`src/design/ptdp_pkg.sv`:
```
`timescale 1ns / 1ps
// Shared types and constants for the point/triangle depth pick block.
// No dependencies; every other design file imports this package.
package ptdp_pkg;

  localparam int CoordW   = 32;
  localparam int EdgeW    = CoordW + 1;   // vertex difference
  localparam int PointW   = CoordW + 2;   // query minus vertex minus offset
  localparam int MinDetW  = 62;
  localparam int CfgIdxW  = 3;
  localparam int CfgDataW = MinDetW;
  localparam int MulW     = 35;           // signed multiplier operand width
  localparam int ProdW    = 2 * MulW;
  localparam int CrossW   = 69;           // det, a, b incl. sign flip headroom
  localparam int MagW     = 68;
  localparam int SplitW   = 34;           // low slice of a, b for the multiplier
  localparam int NumW     = 104;
  localparam int QuoW     = 34;           // quotient bits produced by the divider

  localparam logic [CfgIdxW-1:0] REG_QUERY_H  = 3'd0;
  localparam logic [CfgIdxW-1:0] REG_QUERY_V  = 3'd1;
  localparam logic [CfgIdxW-1:0] REG_OFFSET_H = 3'd2;
  localparam logic [CfgIdxW-1:0] REG_OFFSET_V = 3'd3;
  localparam logic [CfgIdxW-1:0] REG_MIN_DET  = 3'd4;

  typedef struct packed {
    logic signed [EdgeW-1:0]  e1h;
    logic signed [EdgeW-1:0]  e1v;
    logic signed [EdgeW-1:0]  e2h;
    logic signed [EdgeW-1:0]  e2v;
    logic signed [PointW-1:0] ph;
    logic signed [PointW-1:0] pv;
    logic signed [EdgeW-1:0]  dd0;
    logic signed [EdgeW-1:0]  dd1;
    logic signed [CoordW-1:0] v2d;
    logic                     last;
  } task_t;

endpackage

```
`src/design/ptdp_queue.sv`:
```
`timescale 1ns / 1ps
// Two-entry queue of prepared triangles between the front and back ends.
// Depends on ptdp_pkg.
module ptdp_queue import ptdp_pkg::*; (
  input  logic  clk_i,
  input  logic  rst_ni,
  input  logic  push_i,
  input  task_t data_i,
  output logic  full_o,
  input  logic  pop_i,
  output logic  empty_o,
  output task_t data_o
);

  task_t      ent_q [2];
  logic       wr_q, rd_q;
  logic [1:0] cnt_q;

  assign full_o  = (cnt_q == 2'd2);
  assign empty_o = (cnt_q == 2'd0);
  assign data_o  = ent_q[rd_q];

  always_ff @(posedge clk_i) begin
    if (push_i && !full_o) begin
      ent_q[wr_q] <= data_i;
    end
  end

  always_ff @(posedge clk_i or negedge rst_ni) begin
    if (!rst_ni) begin
      wr_q  <= 1'b0;
      rd_q  <= 1'b0;
      cnt_q <= 2'd0;
    end else begin
      if (push_i && !full_o) wr_q <= ~wr_q;
      if (pop_i && !empty_o) rd_q <= ~rd_q;
      cnt_q <= cnt_q + 2'(push_i && !full_o) - 2'(pop_i && !empty_o);
    end
  end

endmodule

```
`config.mk`:
```
export PLATFORM = sky130hd
export DESIGN_NAME = ptdp_queue
export DESIGN_NICKNAME = d
export VERILOG_FILES = /design/src/design/ptdp_pkg.sv /design/src/design/ptdp_queue.sv
export SDC_FILE = /design/constraint.sdc
export NUM_CORES = 1
export LEC_CHECK = 0
export BUFFER_PORTS_ARGS = -buffer_cell sky130_fd_sc_hd__buf_4
export CAP_MARGIN = 20
export CELL_PAD_IN_SITES_DETAIL_PLACEMENT = 1
export CELL_PAD_IN_SITES_GLOBAL_PLACEMENT = 1
export CORE_AREA = 2 2 237 239
export CTS_CLUSTER_SIZE = 14
export DETAILED_ROUTE_END_ITERATION = 12
export DIE_AREA = 0 0 239 241
export PLACE_DENSITY_LB_ADDON = 0.1
export SYNTH_ARGS = -nofsm -noshare
export SYNTH_HDL_FRONTEND = slang
export SYNTH_SLANG_ARGS = --single-unit
```
`constraint.sdc`:
```
create_clock -name clk_i -period 34.4 [get_ports clk_i]
set_input_delay 5.16 -clock clk_i [delete_from_list [all_inputs] [get_ports clk_i]]
set_output_delay 5.16 -clock clk_i [all_outputs]
set_load 0.03 [all_outputs]
```
==> results of run 1 <==
registers in the layout, indices dropped and copies added (netlist names):
signal	count
wr_q	1
rd_q	1
ent_q	598
cnt_q	2
layer usage:
layer / share of wire / up-vias / track usage / wire [um]
met3: 0.10 / 99 / 0.0873 / 5730
met1: 0.35 / 5639 / 0.206 / 19800
met2: 0.52 / 393 / 0.327 / 29100
met5: 0.00059 / - / 0 / 33
li1: - / 5100 / - / -
met4: 0.029 / 6 / 0.0837 / 1640
cell type report:
| class | instances | area (um^2) |
|---|---|---|
| Sequential cell | 602 | 18100 |
| Inverter | 2 | 7.51 |
| Fill cell | 5036 | 25800 |
| Clock buffer | 85 | 1830 |
| Tap cell | 704 | 881 |
| Timing Repair Buffer | 611 | 4640 |
| Antenna cell | 9 | 22.5 |
| Multi-Input combinational cell | 311 | 3470 |
| Clock inverter | 31 | 140 |
worst max-delay path, cell delays in order, from the launching register on:
cell and delay (ns):
dfrtp_4 0.95, buf_4 0.90, mux2_2 0.47, buf_4 0.18
synth_stat cells:
cell / instances / area share
edfxtp_1: 598 / 0.82
mux2_2: 299 / 0.15
clkbuf_8: 28 / 0.018
buf_6: 5 / 0.0026
dfrtp_1: 4 / 0.0046
xnor2_1: 3 / 0.0012
ha_1: 2 / 0.0011
inv_1: 2 / 0.00034
nor2_1: 2 / 0.00034
and3_1: 1 / 0.00029
nand2_1: 1 / 0.00017
nand2b_1: 1 / 0.00029
nor2b_1: 1 / 0.00029
xor2_1: 1 / 0.00040
stage by stage:
| stage | instances | setup WS [ns] |
|---|---|---|
| 2_1_floorplan | 948 | 15.80 |
| 3_3_place_gp | 2229 | 26.29 |
| 3_5_place_dp | 2230 | 26.26 |
| 4_1_cts | 2346 | 25.90 |
| 5_1_grt | 2352 | 25.81 |
| 6_report | 2355 | 26.00 |
logic make-up after synthesis:
family,synth area share
xor+xnor,0.00160
fa+ha+maj,0.00114
buf+inv,0.0205
flops,0.822
mux,0.153
simple gates,0.00137
path summary, 6_finish.rpt:
kind	end	slack (ns)	cells after the start
worst max-delay path	data_o[227]	26.00	3
worst min-delay path	cnt_q[1]$_DFF_PN0_	0.52	1
worst max register to register	ent_q[0][250]$_DFFE_PP_	30.99	5
worst min register to register	cnt_q[1]$_DFF_PN0_	0.52	1
max in group asynchronous	rd_q$_DFFE_PN0P_	29.91	1
min in group asynchronous	wr_q$_DFFE_PN0P_	4.37	1
power groups by stage:
stage / Clock, mW / Combinational (mW) / Sequential (mW)
floorplan: 0 / 0.704 / 1.12
global placement: 0 / 1.06 / 1.06
detailed placement: 0 / 1.07 / 1.07
CTS: 0.670 / 1.07 / 1.05
global route: 0.695 / 1.10 / 1.07
finish: 0.648 / 1.05 / 1.05
cell usage in the layout, fill, tap and decap left out, drive strengths merged:
cell type  count
xnor2          3
mux2         299
nand2          1
xor2           1
nor2           2
nor2b          1
inv            3
and3           1
edfxtp       598
buf          611
clkbuf        85
dfrtp          4
ha             2
diode          9
clkinv        30
nand2b         1
==> metrics.txt, run 1 <==
status finished clean; Hold Path Class flip-flop to flip-flop; Clock Path Buffers 3; maxcap violations 0; share of cells above drive strength 1 0.607; Pleak 10.8 nW; fin crit period 8.40 ns; maximum number of pins on one net before global-route repair 177; first-pass GRT wire length 80.1 mm; crit-path max FO 76; Die X 239 um; Starting Density 0.400; Critical path origin rd_q$_DFFE_PN0P_; critical path type flip-flop to primary output; global placement routability congestion 0.769; Clock power frac 0.236; grt ovf 0; P&R area growth vs syn 32.3%; Comb pwr share 0.382; final net count 1899; fin crit share 0.244; Flop pwr share 0.383; initial antenna violation count 11; relative slew slack 0.200; Sw Ratio 0.354; dpl cell area 27100 um^2; Post-route DRC 0; syn_nets 1253; vias per cell 4.77; Setup violations, final 0; core footprint 54900 um^2; Critical Path AT 3.24 ns; DR iter-0 viols 539; final instance area 29100 um^2; DIE AREA 57600 um^2; Sw Pwr 0.973 mW; Port Buf Inserts 603; synth unique cells 14; syn avg cell area 23.2 um^2; total track usage 0.192; critical path capture point type primary output; Mapped Cells 948; RSZ-0062 raised after global routing false; WL/cell 23.9 um; Tot Pwr 2.75 mW; routed vias 11200; count of state elements after synthesis 602; I/O pin cnt 604; startpoint types flip-flop; Die H 241 um; Fin Setup TNS 0 ns; root buf cell clkbuf_16; total wire length 56.3 mm; Slew Limit Fails 0; CTS tree yes; drt pass-1 iters 4; Seq/Total Area, Yosys 0.822; CTS Buf Count 66; worst vdd ir 0.0000556 V; cts repair resizes 0; H-tree depth 3; Detailed Place HPWL 38.6 mm; CTS clk-pin slew, worst paths 0.06 ns; Post-CTS Setup Bufs 0; Core Rows 86; worst slew pin tran 1.20 ns; Post-Syn Area 22000 um^2; Req. time, crit path 29.24 ns; P_int 1.77 mW; fmax 119 MHz; Hold Crit Start cnt_q[1]$_DFF_PN0_; synth warn 0; reg2reg start cnt_q[0]$_DFF_PN0_; clock sinks 602; DRT antenna net count 0; clock skew 0.0138 ns; number of global-route vias before repair 12400; Hold Vio Cnt, Final 0; hold slack 0.521 ns; PwrDens 94.5 nW/um^2; CTS Hold Buffers Added 0; Clock Latency Late Sink 0.58 ns; Final Util 0.529
(Power assumes the default switching activity.)
==> inputs of run 2 (changes only) <==
- CORE_AREA: 2 2 237 239 -> 2 2 234 236
- DIE_AREA: 0 0 239 241 -> 0 0 236 238
- clock period: 34.4 -> 8.24 ns (I/O delays scaled with it)
==> metrics.txt, run 2 (same netlist as run 1, synthesis figures left out) <==
Inst Count DP 2221 (-0.40%); share of cells above drive strength 1 0.603 (-0.00425); H-tree depth 2 (-1); PnR worst setup slack 3.68 ns (-22.32 ns); final net count 1893 (-0.32%); drt pass-1 iters 5 (+1); Clock Latency Late Sink 0.61 ns (+0.03 ns); total track usage 0.202 (+0.00968); worst slew pin tran 1.09 ns (-0.112 ns); startpoint types flip-flop; WL/cell 24.9 um (+4.1%); critical path type flip-flop to primary output; biggest regs ent_q x598, cnt_q x2; Post-CTS Setup Bufs 0 (unchanged); CTS Buf Count 60 (-9.1%); relative slew slack 0.275 (+0.0746); reg2reg start cnt_q[1]$_DFF_PN0_; first-pass GRT wire length 82.1 mm (+2.5%); fin crit period 4.56 ns; Critical Path AT 3.33 ns (+0.09 ns); Core Rows 85 (-1.2%); Starting Density 0.411 (+0.0103); number of global-route vias before repair 12300 (-1.2%); Critical path origin rd_q$_DFFE_PN0P_; crit-path max FO 80 (+5.3%); P&R area growth vs syn 31.2%; Flop pwr share 0.395 (+0.012); Sw Ratio 0.357 (+0.00295); Sw Pwr 4.01 mW (+310%); initial antenna violation count 8 (-3); PwrDens 390 nW/um^2 (+310%); CTS clk-pin slew, worst paths 0.06 ns (about the same); maxcap violations 0 (unchanged); Pleak 10.6 nW (-1.1%); Req. time, crit path 7.00 ns (-22.24 ns); Clock Path Buffers 3 (unchanged); pre-CTS WS 4.29 ns (-21.97 ns); Hold Vio Cnt, Final 0 (unchanged); RSZ-0062 raised after global routing false; CTS Hold Buffers Added 0 (unchanged); total wire length 58.1 mm (+3.2%); maximum number of pins on one net before global-route repair 159 (-10%); Die X 236 um (-1.3%); # fillers 4918 (-2.3%); CTS tree yes; Final Non-Filler Cells 2335 (-0.85%); P_int 7.21 mW (+310%); commonest non-fill, non-tap cells in the layout 607 x buf_4, 598 x edfxtp_1, 299 x mux2_2; grt ovf 0 (unchanged); clock sinks 602 (unchanged); Biggest register ent_q; Hold Path Class input port to asynchronous set/reset pin; Post-route DRC 0 (unchanged); Port Buf Inserts 603 (unchanged); routed vias 11300 (+0.80%); core footprint 53500 um^2 (-2.5%); vias per cell 4.85 (+1.7%); DR iter-0 viols 636 (+18%); critical path capture point type primary output; DRT antenna net count 0 (unchanged); I/O pin cnt 604 (unchanged); root buf cell clkbuf_16; Comb pwr share 0.385 (+0.003); cts repair resizes 0 (unchanged); Fin Setup TNS 0 ns (unchanged); Die H 238 um (-1.2%); fmax 219 MHz; fin crit share 0.554; status finished clean; worst vdd ir 0.000370 V (+570%); global placement routability congestion 0.813 (+5.7%); clock skew 0.0170 ns (+0.00324 ns); most common cell after layout, fill and taps aside buf_4; Largest register FFs 598 (unchanged); Detailed Place HPWL 41.1 mm (+6.6%); Clock power frac 0.220 (-0.016); DIE AREA 56200 um^2 (-2.5%); Slew Limit Fails 0 (unchanged); Tot Pwr 11.2 mW (+310%); Setup violations, final 0 (unchanged)
run 2: cell types whose count changed in the layout (fill, tap and decap cells not counted):
cell | previous run | this run
bufinv_16 | 0 | 1
diode_2 | 9 | 7
clkinv_4 | 1 | 0
inv_6 | 1 | 2
clkinv_1 | 18 | 23
clkbuf_16 | 71 | 61
clkinvlp_4 | 0 | 1
clkinv_2 | 11 | 6
clkbuf_1 | 14 | 12
run 2: layer usage:
metal	up-vias	share of wire	global-route usage
met3	84	0.091	0.0797
met5	-	0.00031	0
met4	2	0.024	0.0679
met1	5738	0.36	0.219
li1	5087	-	-
met2	416	0.53	0.358
run 2: worst max-delay path: stages, from the launching register on:
cell     delay [ns]
dfrtp_4        1.11
buf_4          0.90
mux2_2         0.43
buf_4          0.17
run 2: cell type report:
class | instances | area (um^2) | area share
clock buffer | 73 | 1570 | 0.0545
multi-input combinational | 311 | 3470 | 0.120
tap | 696 | 871 | 0.0302
antenna | 7 | 17.5 | 0.000608
timing repair buffer | 611 | 4640 | 0.161
clock inverter | 33 | 171 | 0.00595
inverter | 2 | 7.51 | 0.000261
sequential | 602 | 18100 | 0.627
run 2: metrics by stage:
| step | hold WS [ns] | area, um^2 | util |
|---|---|---|---|
| 5_1_grt | 0.375 | 28800 | 0.538 |
| 4_1_cts | 0.366 | 28800 | 0.538 |
| 3_5_place_dp | 0.502 | 27000 | 0.505 |
| 2_1_floorplan | 0.468 | 22000 | - |
| 3_3_place_gp | 0.489 | 27000 | 0.505 |
| 6_report | 0.412 | 28800 | 0.539 |
run 2: final timing paths:
| check | to | cells past startpoint | slack [ns] |
|---|---|---|---|
| worst max-delay path | data_o[198] | 3 | 3.68 |
| worst min-delay path | rd_q$_DFFE_PN0P_ | 1 | 0.41 |
| worst max register to register | ent_q[0][214]$_DFFE_PP_ | 5 | 5.21 |
| worst min register to register | cnt_q[1]$_DFF_PN0_ | 1 | 0.51 |
| max in group asynchronous | rd_q$_DFFE_PN0P_ | 1 | 7.71 |
| min in group clk_i | cnt_q[1]$_DFF_PN0_ | 1 | 0.51 |
run 2: power by group through the flow:
stage / Combinational, mW / Sequential, mW / Clock, mW
2_1_floorplan: 2.94 / 4.45 / 0
3_3_place_gp: 4.35 / 4.48 / 0
3_5_place_dp: 4.37 / 4.50 / 0
4_1_cts: 4.39 / 4.44 / 2.53
5_1_grt: 4.53 / 4.50 / 2.64
6_report: 4.32 / 4.43 / 2.47
