==> src/design/ptdp_pkg.sv <==
`timescale 1ns / 1ps
// Shared types and constants for the point/triangle depth pick block.
// No dependencies; every other design file imports this package.
package ptdp_pkg;

  localparam int CoordW   = 32;
  localparam int EdgeW    = CoordW + 1;   // vertex difference
  localparam int PointW   = CoordW + 2;   // query minus vertex minus offset
  localparam int MinDetW  = 62;
  localparam int CfgIdxW  = 3;
  localparam int CfgDataW = MinDetW;
  localparam int MulW     = 35;           // signed multiplier operand width
  localparam int ProdW    = 2 * MulW;
  localparam int CrossW   = 69;           // det, a, b incl. sign flip headroom
  localparam int MagW     = 68;
  localparam int SplitW   = 34;           // low slice of a, b for the multiplier
  localparam int NumW     = 104;
  localparam int QuoW     = 34;           // quotient bits produced by the divider

  localparam logic [CfgIdxW-1:0] REG_QUERY_H  = 3'd0;
  localparam logic [CfgIdxW-1:0] REG_QUERY_V  = 3'd1;
  localparam logic [CfgIdxW-1:0] REG_OFFSET_H = 3'd2;
  localparam logic [CfgIdxW-1:0] REG_OFFSET_V = 3'd3;
  localparam logic [CfgIdxW-1:0] REG_MIN_DET  = 3'd4;

  typedef struct packed {
    logic signed [EdgeW-1:0]  e1h;
    logic signed [EdgeW-1:0]  e1v;
    logic signed [EdgeW-1:0]  e2h;
    logic signed [EdgeW-1:0]  e2v;
    logic signed [PointW-1:0] ph;
    logic signed [PointW-1:0] pv;
    logic signed [EdgeW-1:0]  dd0;
    logic signed [EdgeW-1:0]  dd1;
    logic signed [CoordW-1:0] v2d;
    logic                     last;
  } task_t;

endpackage

==> src/design/ptdp_front.sv <==
`timescale 1ns / 1ps
// Front end: configuration registers and per-triangle vertex differences.
// Depends on ptdp_pkg.
module ptdp_front import ptdp_pkg::*; (
  input  logic                       clk_i,
  input  logic                       rst_ni,
  input  logic                       cfg_we_i,
  input  logic [CfgIdxW-1:0]         cfg_idx_i,
  input  logic [CfgDataW-1:0]        cfg_data_i,
  input  logic signed [CoordW-1:0]   v0_h_i,
  input  logic signed [CoordW-1:0]   v0_v_i,
  input  logic signed [CoordW-1:0]   v0_d_i,
  input  logic signed [CoordW-1:0]   v1_h_i,
  input  logic signed [CoordW-1:0]   v1_v_i,
  input  logic signed [CoordW-1:0]   v1_d_i,
  input  logic signed [CoordW-1:0]   v2_h_i,
  input  logic signed [CoordW-1:0]   v2_v_i,
  input  logic signed [CoordW-1:0]   v2_d_i,
  input  logic                       last_tri_i,
  output task_t                      task_o,
  output logic [MinDetW-1:0]         min_det_o
);

  logic signed [CoordW-1:0] query_h_q, query_v_q, offset_h_q, offset_v_q;
  logic [MinDetW-1:0]       min_det_q;

  always_ff @(posedge clk_i or negedge rst_ni) begin
    if (!rst_ni) begin
      query_h_q  <= '0;
      query_v_q  <= '0;
      offset_h_q <= '0;
      offset_v_q <= '0;
      min_det_q  <= MinDetW'(1);
    end else if (cfg_we_i) begin
      unique case (cfg_idx_i)
        REG_QUERY_H:  query_h_q  <= cfg_data_i[CoordW-1:0];
        REG_QUERY_V:  query_v_q  <= cfg_data_i[CoordW-1:0];
        REG_OFFSET_H: offset_h_q <= cfg_data_i[CoordW-1:0];
        REG_OFFSET_V: offset_v_q <= cfg_data_i[CoordW-1:0];
        REG_MIN_DET:  min_det_q  <= cfg_data_i;
        default: ;
      endcase
    end
  end

  function automatic logic signed [EdgeW-1:0] diff(logic signed [CoordW-1:0] x,
                                                   logic signed [CoordW-1:0] y);
    return EdgeW'(x) - EdgeW'(y);
  endfunction

  always_comb begin
    task_o.e1h  = diff(v0_h_i, v2_h_i);
    task_o.e1v  = diff(v0_v_i, v2_v_i);
    task_o.e2h  = diff(v1_h_i, v2_h_i);
    task_o.e2v  = diff(v1_v_i, v2_v_i);
    task_o.ph   = PointW'(query_h_q) - PointW'(v2_h_i) - PointW'(offset_h_q);
    task_o.pv   = PointW'(query_v_q) - PointW'(v2_v_i) - PointW'(offset_v_q);
    task_o.dd0  = diff(v0_d_i, v2_d_i);
    task_o.dd1  = diff(v1_d_i, v2_d_i);
    task_o.v2d  = v2_d_i;
    task_o.last = last_tri_i;
  end

  assign min_det_o = min_det_q;

endmodule

==> config.mk <==
export PLATFORM = sky130hd
export DESIGN_NAME = ptdp_front
export DESIGN_NICKNAME = d
export VERILOG_FILES = /design/src/design/ptdp_pkg.sv /design/src/design/ptdp_front.sv
export SDC_FILE = /design/constraint.sdc
export NUM_CORES = 1
export LEC_CHECK = 0
export ABC_AREA = 1
export BUFFER_PORTS_ARGS = -buffer_cell sky130_fd_sc_hd__buf_2
export CAP_MARGIN = 20
export CORE_AREA = 2 2 280 282
export DETAILED_ROUTE_END_ITERATION = 8
export DIE_AREA = 0 0 282 284
export PLACE_DENSITY = 0.55
export SYNTH_ARGS = -nofsm -noshare
export SYNTH_HDL_FRONTEND = slang
export SYNTH_SLANG_ARGS = --single-unit
==> constraint.sdc <==
create_clock -name clk_i -period 6.2 [get_ports clk_i]
set_input_delay 1.24 -clock clk_i [delete_from_list [all_inputs] [get_ports clk_i]]
set_output_delay 1.24 -clock clk_i [all_outputs]
set_load 0.05 [all_outputs]
==> results of run 1 <==
final cells by class:
type,instances,area (sq um),share of cell area (%)
diodes,8,20.0,0.0623
clock buffers,17,425,1.32
clock inverters,15,168,0.522
inverters,853,3200,9.96
multi-input cells,3393,18600,57.8
flip-flops and latches,190,4760,14.8
well taps,1040,1300,4.05
repair buffers,722,3680,11.5
per-stage QoR:
| stage | utilization, % | cell area [sq um] | setup slack, ps |
|---|---|---|---|
| 6_report | 41.8 | 32100 | 727 |
| 5_1_grt | 41.8 | 32100 | 566 |
| 4_1_cts | 41.7 | 32100 | 743 |
| 3_5_place_dp | 40.9 | 31500 | 737 |
| 3_3_place_gp | 40.9 | 31500 | 715 |
| 2_1_floorplan | - | 26900 | 1120 |
power by group through the flow:
stage / Combinational, mW / Clock, mW / Sequential (mW)
6_report: 9.54 / 1.13 / 1.65
5_1_grt: 10.2 / 1.22 / 1.68
4_1_cts: 9.50 / 1.17 / 1.65
3_5_place_dp: 9.47 / 0 / 1.67
3_3_place_gp: 9.48 / 0 / 1.67
2_1_floorplan: 6.54 / 0 / 1.92
per-layer routing:
layer  up-vias  wire (um)  GRT usage [%]
met4         2       4330           10.3
li1      15400          -              -
met1     14000      52100           37.2
met2       995      58000           50.7
met3       152       6540           3.33
met5         -          7              0
cells by family after synthesis:
kind of cell	after synthesis	share of synthesized area, %
adders and majority gates	332	17.4
buffers and inverters	920	13.3
DFF	190	17.7
muxes	30	1.26
and+or+nand+nor	2247	33.5
xor gates and xnor gates	125	4.07
AOI/OAI and AO/OA	659	12.8
worst min-delay path by stage:
stage / to / slack (ps) / depth (start not counted)
2_1_floorplan: offset_h_q[0]$_DFFE_PN0P_ / 450 / 2
3_3_place_gp: min_det_o[7]$_DFFE_PN0P_ / 470 / 2
3_5_place_dp: min_det_o[25]$_DFFE_PN0P_ / 470 / 2
4_1_cts: min_det_o[25]$_DFFE_PN0P_ / 490 / 2
5_1_grt: offset_h_q[28]$_DFFE_PN0P_ / 510 / 2
6_report: offset_h_q[19]$_DFFE_PN0P_ / 480 / 2
worst max-delay path: cells and delay by family:
kind | cells | cell delay (ps)
xor+xnor | 1 | 390
fa+ha+maj | 3 | 1210
buf+inv | 4 | 710
simple gates | 7 | 690
flip-flops by register name (all words and copies together), names as in the netlist:
name	flops
offset_h_q	32
query_v_q	32
min_det_o	62
offset_v_q	32
query_h_q	32
cell usage in the layout, fill, tap and decap left out, types with 2 or more instances in the layout:
master,netlist,layout
nand2_1,1490,1489
nor2_1,421,421
a21oi_1,285,285
nand2_2,31,32
o21ai_0,309,309
inv_6,0,6
nand4_1,56,56
mux2_2,30,30
nand3b_1,2,2
xnor2_1,8,8
nor3_1,67,67
o21bai_1,27,27
fa_1,70,70
buf_2,8,714
a21o_1,18,18
xor2_1,117,117
nand3b_2,2,2
ha_1,262,262
clkbuf_16,0,17
buf_12,0,2
nand3_1,167,166
buf_4,33,4
o21ai_2,2,2
diode_2,0,8
inv_8,0,3
a21boi_0,6,6
clkinv_4,0,4
dfrtp_1,189,189
nor3_2,6,6
nand3_2,2,2
o21ai_1,12,12
inv_1,853,853
==> out/summary.txt, run 1 <==
Final min period: 5470 ps
post-route insts no fill: 6238
Reg power frac: 13.4%
Synth async-reset ratio: 100%
setup TNS: 0 ps
TritonRoute pass-1 iters: 6
CP Launch Type: primary input
GPL Wtd Cong: 0.991
Netlist cell types: 31
clk buf depth: 2
number of flops mapped to enable cells by yosys: 0
filler cell count: 8783
min-delay src: offset_h_q[19]$_DFFE_PN0P_
crit path from: v2_v_i[0]
reg-to-reg critical path endpoint: min_det_o[10]$_DFFE_PN0P_
status: finished, final reports clean
syn_nets: 5192
H-tree depth: 4
Max-slew headroom: 46.6%
Synth Instances: 4503
PwrDens: 383 mW/mm^2
Final Max Tran Viols: 0
Layout area overhead: 19.4%
GRT Overall Usage: 29.2%
clk sinks: 190
r2r startpoint: min_det_o[10]$_DFFE_PN0P_
RSZ-0062 raised after global routing: no
total CTS buffers: 17
Tot Pwr: 12.3 mW
Worst-path clk slew: 70 ps
Hold Buf Count CTS: 0
Worst R2R Setup Slack: 5390 ps
Critical-path top delay cell: fa_1
Wirelength per Cell: 19.4 um
top cells by instance count after synthesis: 1490 x nand2_1, 853 x inv_1, 421 x nor2_1
layout cells sized above 1: 16.0%
root buf cell: clkbuf_16
# setup viols final: 0
antenna viol nets, final: 0
Worst Max-Slew Pin Slew: 801 ps
number of gates resized after CTS: 0
area leader, netlist: nand2_1
Internal Power: 4.37 mW
I/O pin count: 718
fin crit share: 88.3%
drt initial violations: 1977
Fin Clk Skew: 0 ps
worst hold-check path type: register to register
vias in the first global route: 29.4k
post-synth top area share: 20.8%
worst hold margin: 484 ps
Main synth FF type: dfrtp_1
Die Wd: 282 um
Critical Path AT: 4230 ps
fmax: 0.183 GHz
vias post-DR: 30.6k
Crit Path Category: primary input to output pin
largest net degree at the start of global routing: 123
first-pass GRT wire length: 177 mm
switch share: 64.6%
initial antenna violation count: 14
synthesized flop and latch total: 190
CTS tree: built
CP Cell Sequence: buf_2, inv_1, fa_1, ha_1, nor2_1, fa_1, inv_1, nand3_1, nand2_1, nand2_1, nand2_1, nand2_1, nand2_1, xor2_1, buf_2
Mapped Area: 0.0269 sq mm
Clock Latency Late Sink: 450 ps
combinational fraction of design power: 77.4%
I/O Buffers: 715
starting density of the core: 35.0%
clock power share: 9.2%
Final Hold Viols: 0
drt drc: 0
DIE HEIGHT: 284 um
Static Leakage: 19.1 nW
Sw Pwr: 7.95 mW
CP endpoint kind: output pin
Max Cap Viol: 0
total congestion overflow: 0
nets@finish: 5866
synth warn: 0
CORE AREA: 0.0770 sq mm
Synth area leaders: nand2_1 21%, dfrtp_1 18%, ha_1 12%, inv_1 12%, nor2_1 5.9%
CP max FO: 4
Worst setup endpoint: task_o[111]
cell mode on critical path: nand2_1
CP max stage delay: 580 ps
most frequent cell after synthesis: nand2_1
FP Rows: 102
routed vias/inst: 4.90
register area share after synthesis: 17.7%
Max VDD drop: 0.683 mV
Mean Syn Cell Area: 5.98 sq um
DIE AREA: 0.0801 sq mm
setup bufs post-CTS: 0
DP HPWL: 107 mm
placed cells: 6196
Final Routed Wirelength: 121 mm
Data required, critical path: 4960 ps
FF-to-FF path depth: 2
No activity file was read; power rests on OpenSTA's default activity.
==> run 2: changes to the inputs <==
Settings changed: ABC_AREA 1 to 0, CORE_AREA 2 2 280 282 to 2 2 278 280, DIE_AREA 0 0 282 284 to 0 0 280 282, PLACE_DENSITY 0.55 to 0.5, RECOVER_POWER from default to 50.
==> run 2 against run 1 <==
Effect of this change: the run now ends with capacitance limit, slew limit left; synthesized area decreased by 15%; wire length shrank 25%; worst hold slack better by 22 ps; synthesized cell count down 40%; final cell count fell by 31%; die area down 1.4%; clock-buffer cell count is 4 higher; sequential power about the same; first-iteration DRC count decreased by 50%; register-to-register slack hardly changed.
==> out/summary.txt, run 2 <==
status: finished with violations
failing checks: capacitance limit, slew limit
antenna viol nets, final: 0 (unchanged)
fmax: 0.169 GHz (-7.6%)
top cells by instance count after synthesis: 262 x ha_1, 247 x inv_1, 237 x a21oi_1
Data required, critical path: 4960 ps (about the same)
vias post-DR: 22.1k (-28%)
Crit Path Category: primary input to output pin
post-synth top area share: 20.7% (-0.12 points)
number of flops mapped to enable cells by yosys: 0 (unchanged)
Mean Syn Cell Area: 8.53 sq um (+43%)
Main synth FF type: dfrtp_1
worst hold-check path type: register to register
FF-to-FF path depth: 1 (-1)
Final Routed Wirelength: 90.7 mm (-25%)
synth warn: 0 (unchanged)
total congestion overflow: 0 (unchanged)
CORE AREA: 0.0757 sq mm (-1.6%)
DP HPWL: 78.5 mm (-27%)
Synth area leaders: dfrtp_1 21%, ha_1 14%, mux2_2 7.8%, fa_1 6.1%, xnor2_1 5.5%
Fin Clk Skew: 0 ps (unchanged)
Hold Buf Count CTS: 0 (unchanged)
synthesized flop and latch total: 190 (unchanged)
Tot Pwr: 13.1 mW (+6.1%)
Final min period: 5920 ps (+448 ps)
CP Cell Sequence: buf_2, inv_1, fa_1, inv_1, ha_1, nor2_1, fa_1, nor2b_2, o21bai_2, nor4bb_1, buf_4, o21ai_1, a31oi_2, buf_4, o21a_1, o31ai_1, xor2_1, clkbuf_4
Final Hold Viols: 0 (unchanged)
Critical Path AT: 4680 ps (+450 ps)
commonest non-fill, non-tap cell in the layout: buf_2
Die Wd: 280 um (-0.71%)
min-delay src: offset_v_q[2]$_DFFE_PN0P_
CP max FO: 3 (-1)
Static Leakage: 13.8 nW (-28%)
Hold Crit Depth: 1 (-1)
Worst R2R Setup Slack: 5380 ps (about the same)
I/O Buffers: 715 (unchanged)
commonest cells after routing, fill and taps aside: 644 x buf_2, 262 x ha_1, 247 x inv_1
register area share after synthesis: 20.8% (+3.1 points)
Mapped Area: 0.0229 sq mm (-15%)
PwrDens: 468 mW/mm^2 (+22%)
routed vias/inst: 5.11 (+4.1%)
starting density of the core: 30.2% (-4.7 points)
GRT Overall Usage: 22.2% (-7.1 points)
GPL Wtd Cong: 0.949 (-4.2%)
Synth async-reset ratio: 100% (unchanged)
filler cell count: 8077 (-8.0%)
Synth Instances: 2683 (-40%)
Wirelength per Cell: 20.9 um (+7.8%)
clk sinks: 190 (unchanged)
H-tree depth: 4 (unchanged)
most frequent cell after synthesis: ha_1
Max VDD drop: 0.277 mV (-59%)
Worst Max-Slew Pin Slew: 4460 ps (+3660 ps)
Post-DP Area: 0.0274 sq mm (-13%)
TritonRoute pass-1 iters: 7 (+1)
DIE AREA: 0.0790 sq mm (-1.4%)
drt drc: 0 (unchanged)
first-pass GRT wire length: 134 mm (-24%)
layout cells sized above 1: 27.3% (+11 points)
Max Cap Viol: 5 (+5)
Netlist cell types: 89 (+190%)
total CTS buffers: 17 (unchanged)
# setup viols final: 0 (unchanged)
clk buf depth: 2 (unchanged)
Final Max Tran Viols: 252 (+252)
I/O pin count: 718 (unchanged)
Max-slew headroom: -198% (-240 points)
initial antenna violation count: 13 (-1)
Layout area overhead: 22.1%
setup TNS: 0 ps (unchanged)
root buf cell: clkbuf_16
RSZ-0062 raised after global routing: no
Clock Latency Late Sink: 460 ps (about the same)
Critical-path top delay cell: fa_1
max reg flops: 62 (unchanged)
DIE HEIGHT: 282 um (-0.70%)
fin crit share: 95.5% (+7.2 points)
area leader, netlist: dfrtp_1
WHS Endpoint: offset_v_q[2]$_DFFE_PN0P_
CP max stage delay: 510 ps (-70 ps)
FP Rows: 101 (-0.98%)
CTS tree: built
nets@finish: 4023 (-31%)
largest net degree at the start of global routing: 97 (-21%)
placed cells: 4291 (-31%)
post-route cell area: 0.0280 sq mm (-13%)
vias in the first global route: 22.3k (-24%)
CP endpoint kind: output pin
CP Launch Type: primary input
drt initial violations: 984 (-50%)
syn_nets: 3372 (-35%)
worst hold margin: 506 ps (+22.2 ps)
post-route insts no fill: 4335 (-31%)
r2r startpoint: query_h_q[1]$_DFFE_PN0P_
Worst-path clk slew: 70 ps (about the same)
reg-to-reg critical path endpoint: query_h_q[1]$_DFFE_PN0P_
[run 2: cell count changes after synthesis, sizes merged, moves of 110 or more]
cell,change
xnor2,+136
nand2,-1338
nor2,-282
a21o,+111
o21ai,-176
mux2,+129
inv,-606
nand3,-110
[run 2: worst max-delay path by stage]
| stage | to | start | depth (start not counted) | slack (ps) |
|---|---|---|---|---|
| final | task_o[131] | v2_v_i[0] | 18 | 280 |
| after global routing | task_o[157] | v2_h_i[0] | 17 | 7 |
| after CTS | task_o[131] | v2_v_i[0] | 17 | 20 |
| after detailed placement | task_o[131] | v2_v_i[0] | 17 | 30 |
| after global placement | task_o[131] | v2_v_i[0] | 17 | 30 |
| after floorplan | task_o[159] | v2_h_i[0] | 13 | 280 |
[run 2: report_power, final]
part,total (mW),internal [mW],switching (mW)
clock network,1.12,0.577,0.541
registers,1.67,1.51,0.155
logic,10.3,2.93,7.36
total,13.1,5.02,8.05
[run 2: what timing repair did]
item | CTS | global route
endpoints found under the setup margin | 0 | 12
gates resized for setup | 0 | 17
buffers inserted | 0 | 0
[run 2: logic make-up after synthesis]
kind of cell / after synthesis / share of synthesized area, %
AO/OA/AOI/OAI: 799 / 22.9
AND/OR/NAND/NOR: 624 / 13.2
buffers and inverters: 357 / 6.43
adder cells (fa/ha/maj): 332 / 20.4
XOR/XNOR: 218 / 8.34
flip-flops: 190 / 20.8
multiplexers: 163 / 8.00
[run 2: metal layers]
metal | vias to the layer above | GRT usage (%) | routed length (um)
met5 | - | 0 | 48
met4 | 8 | 7.54 | 2700
met3 | 115 | 3.94 | 4730
met2 | 641 | 40.4 | 45800
met1 | 10500 | 26.1 | 37400
li1 | 10900 | - | -
[run 2: area by class of cell]
class	instances	area [sq um]	area share [%]
antenna	10	25.0	0.0895
clock buffer	21	450	1.61
clock inverter	11	125	0.448
inverter	247	927	3.32
multi-input combinational	2136	16700	59.7
sequential	190	4760	17.0
tap	978	1220	4.38
timing repair buffer	742	3760	13.4
[run 2: through the flow]
step           setup slack, ps  utilization, %
6_report                   279            36.9
5_1_grt                   7.20            36.9
3_3_place_gp              33.4            36.2
2_1_floorplan              281               -
4_1_cts                   23.8            37.0
3_5_place_dp              28.4            36.2
[run 2: worst max-delay path, delay by kind of cell]
family,cells,cell delay (ps)
buffers and inverters,6,810
AO/OA/AOI/OAI,5,950
XOR/XNOR,1,170
adder cells (fa/ha/maj),3,1140
AND/OR/NAND/NOR,3,380
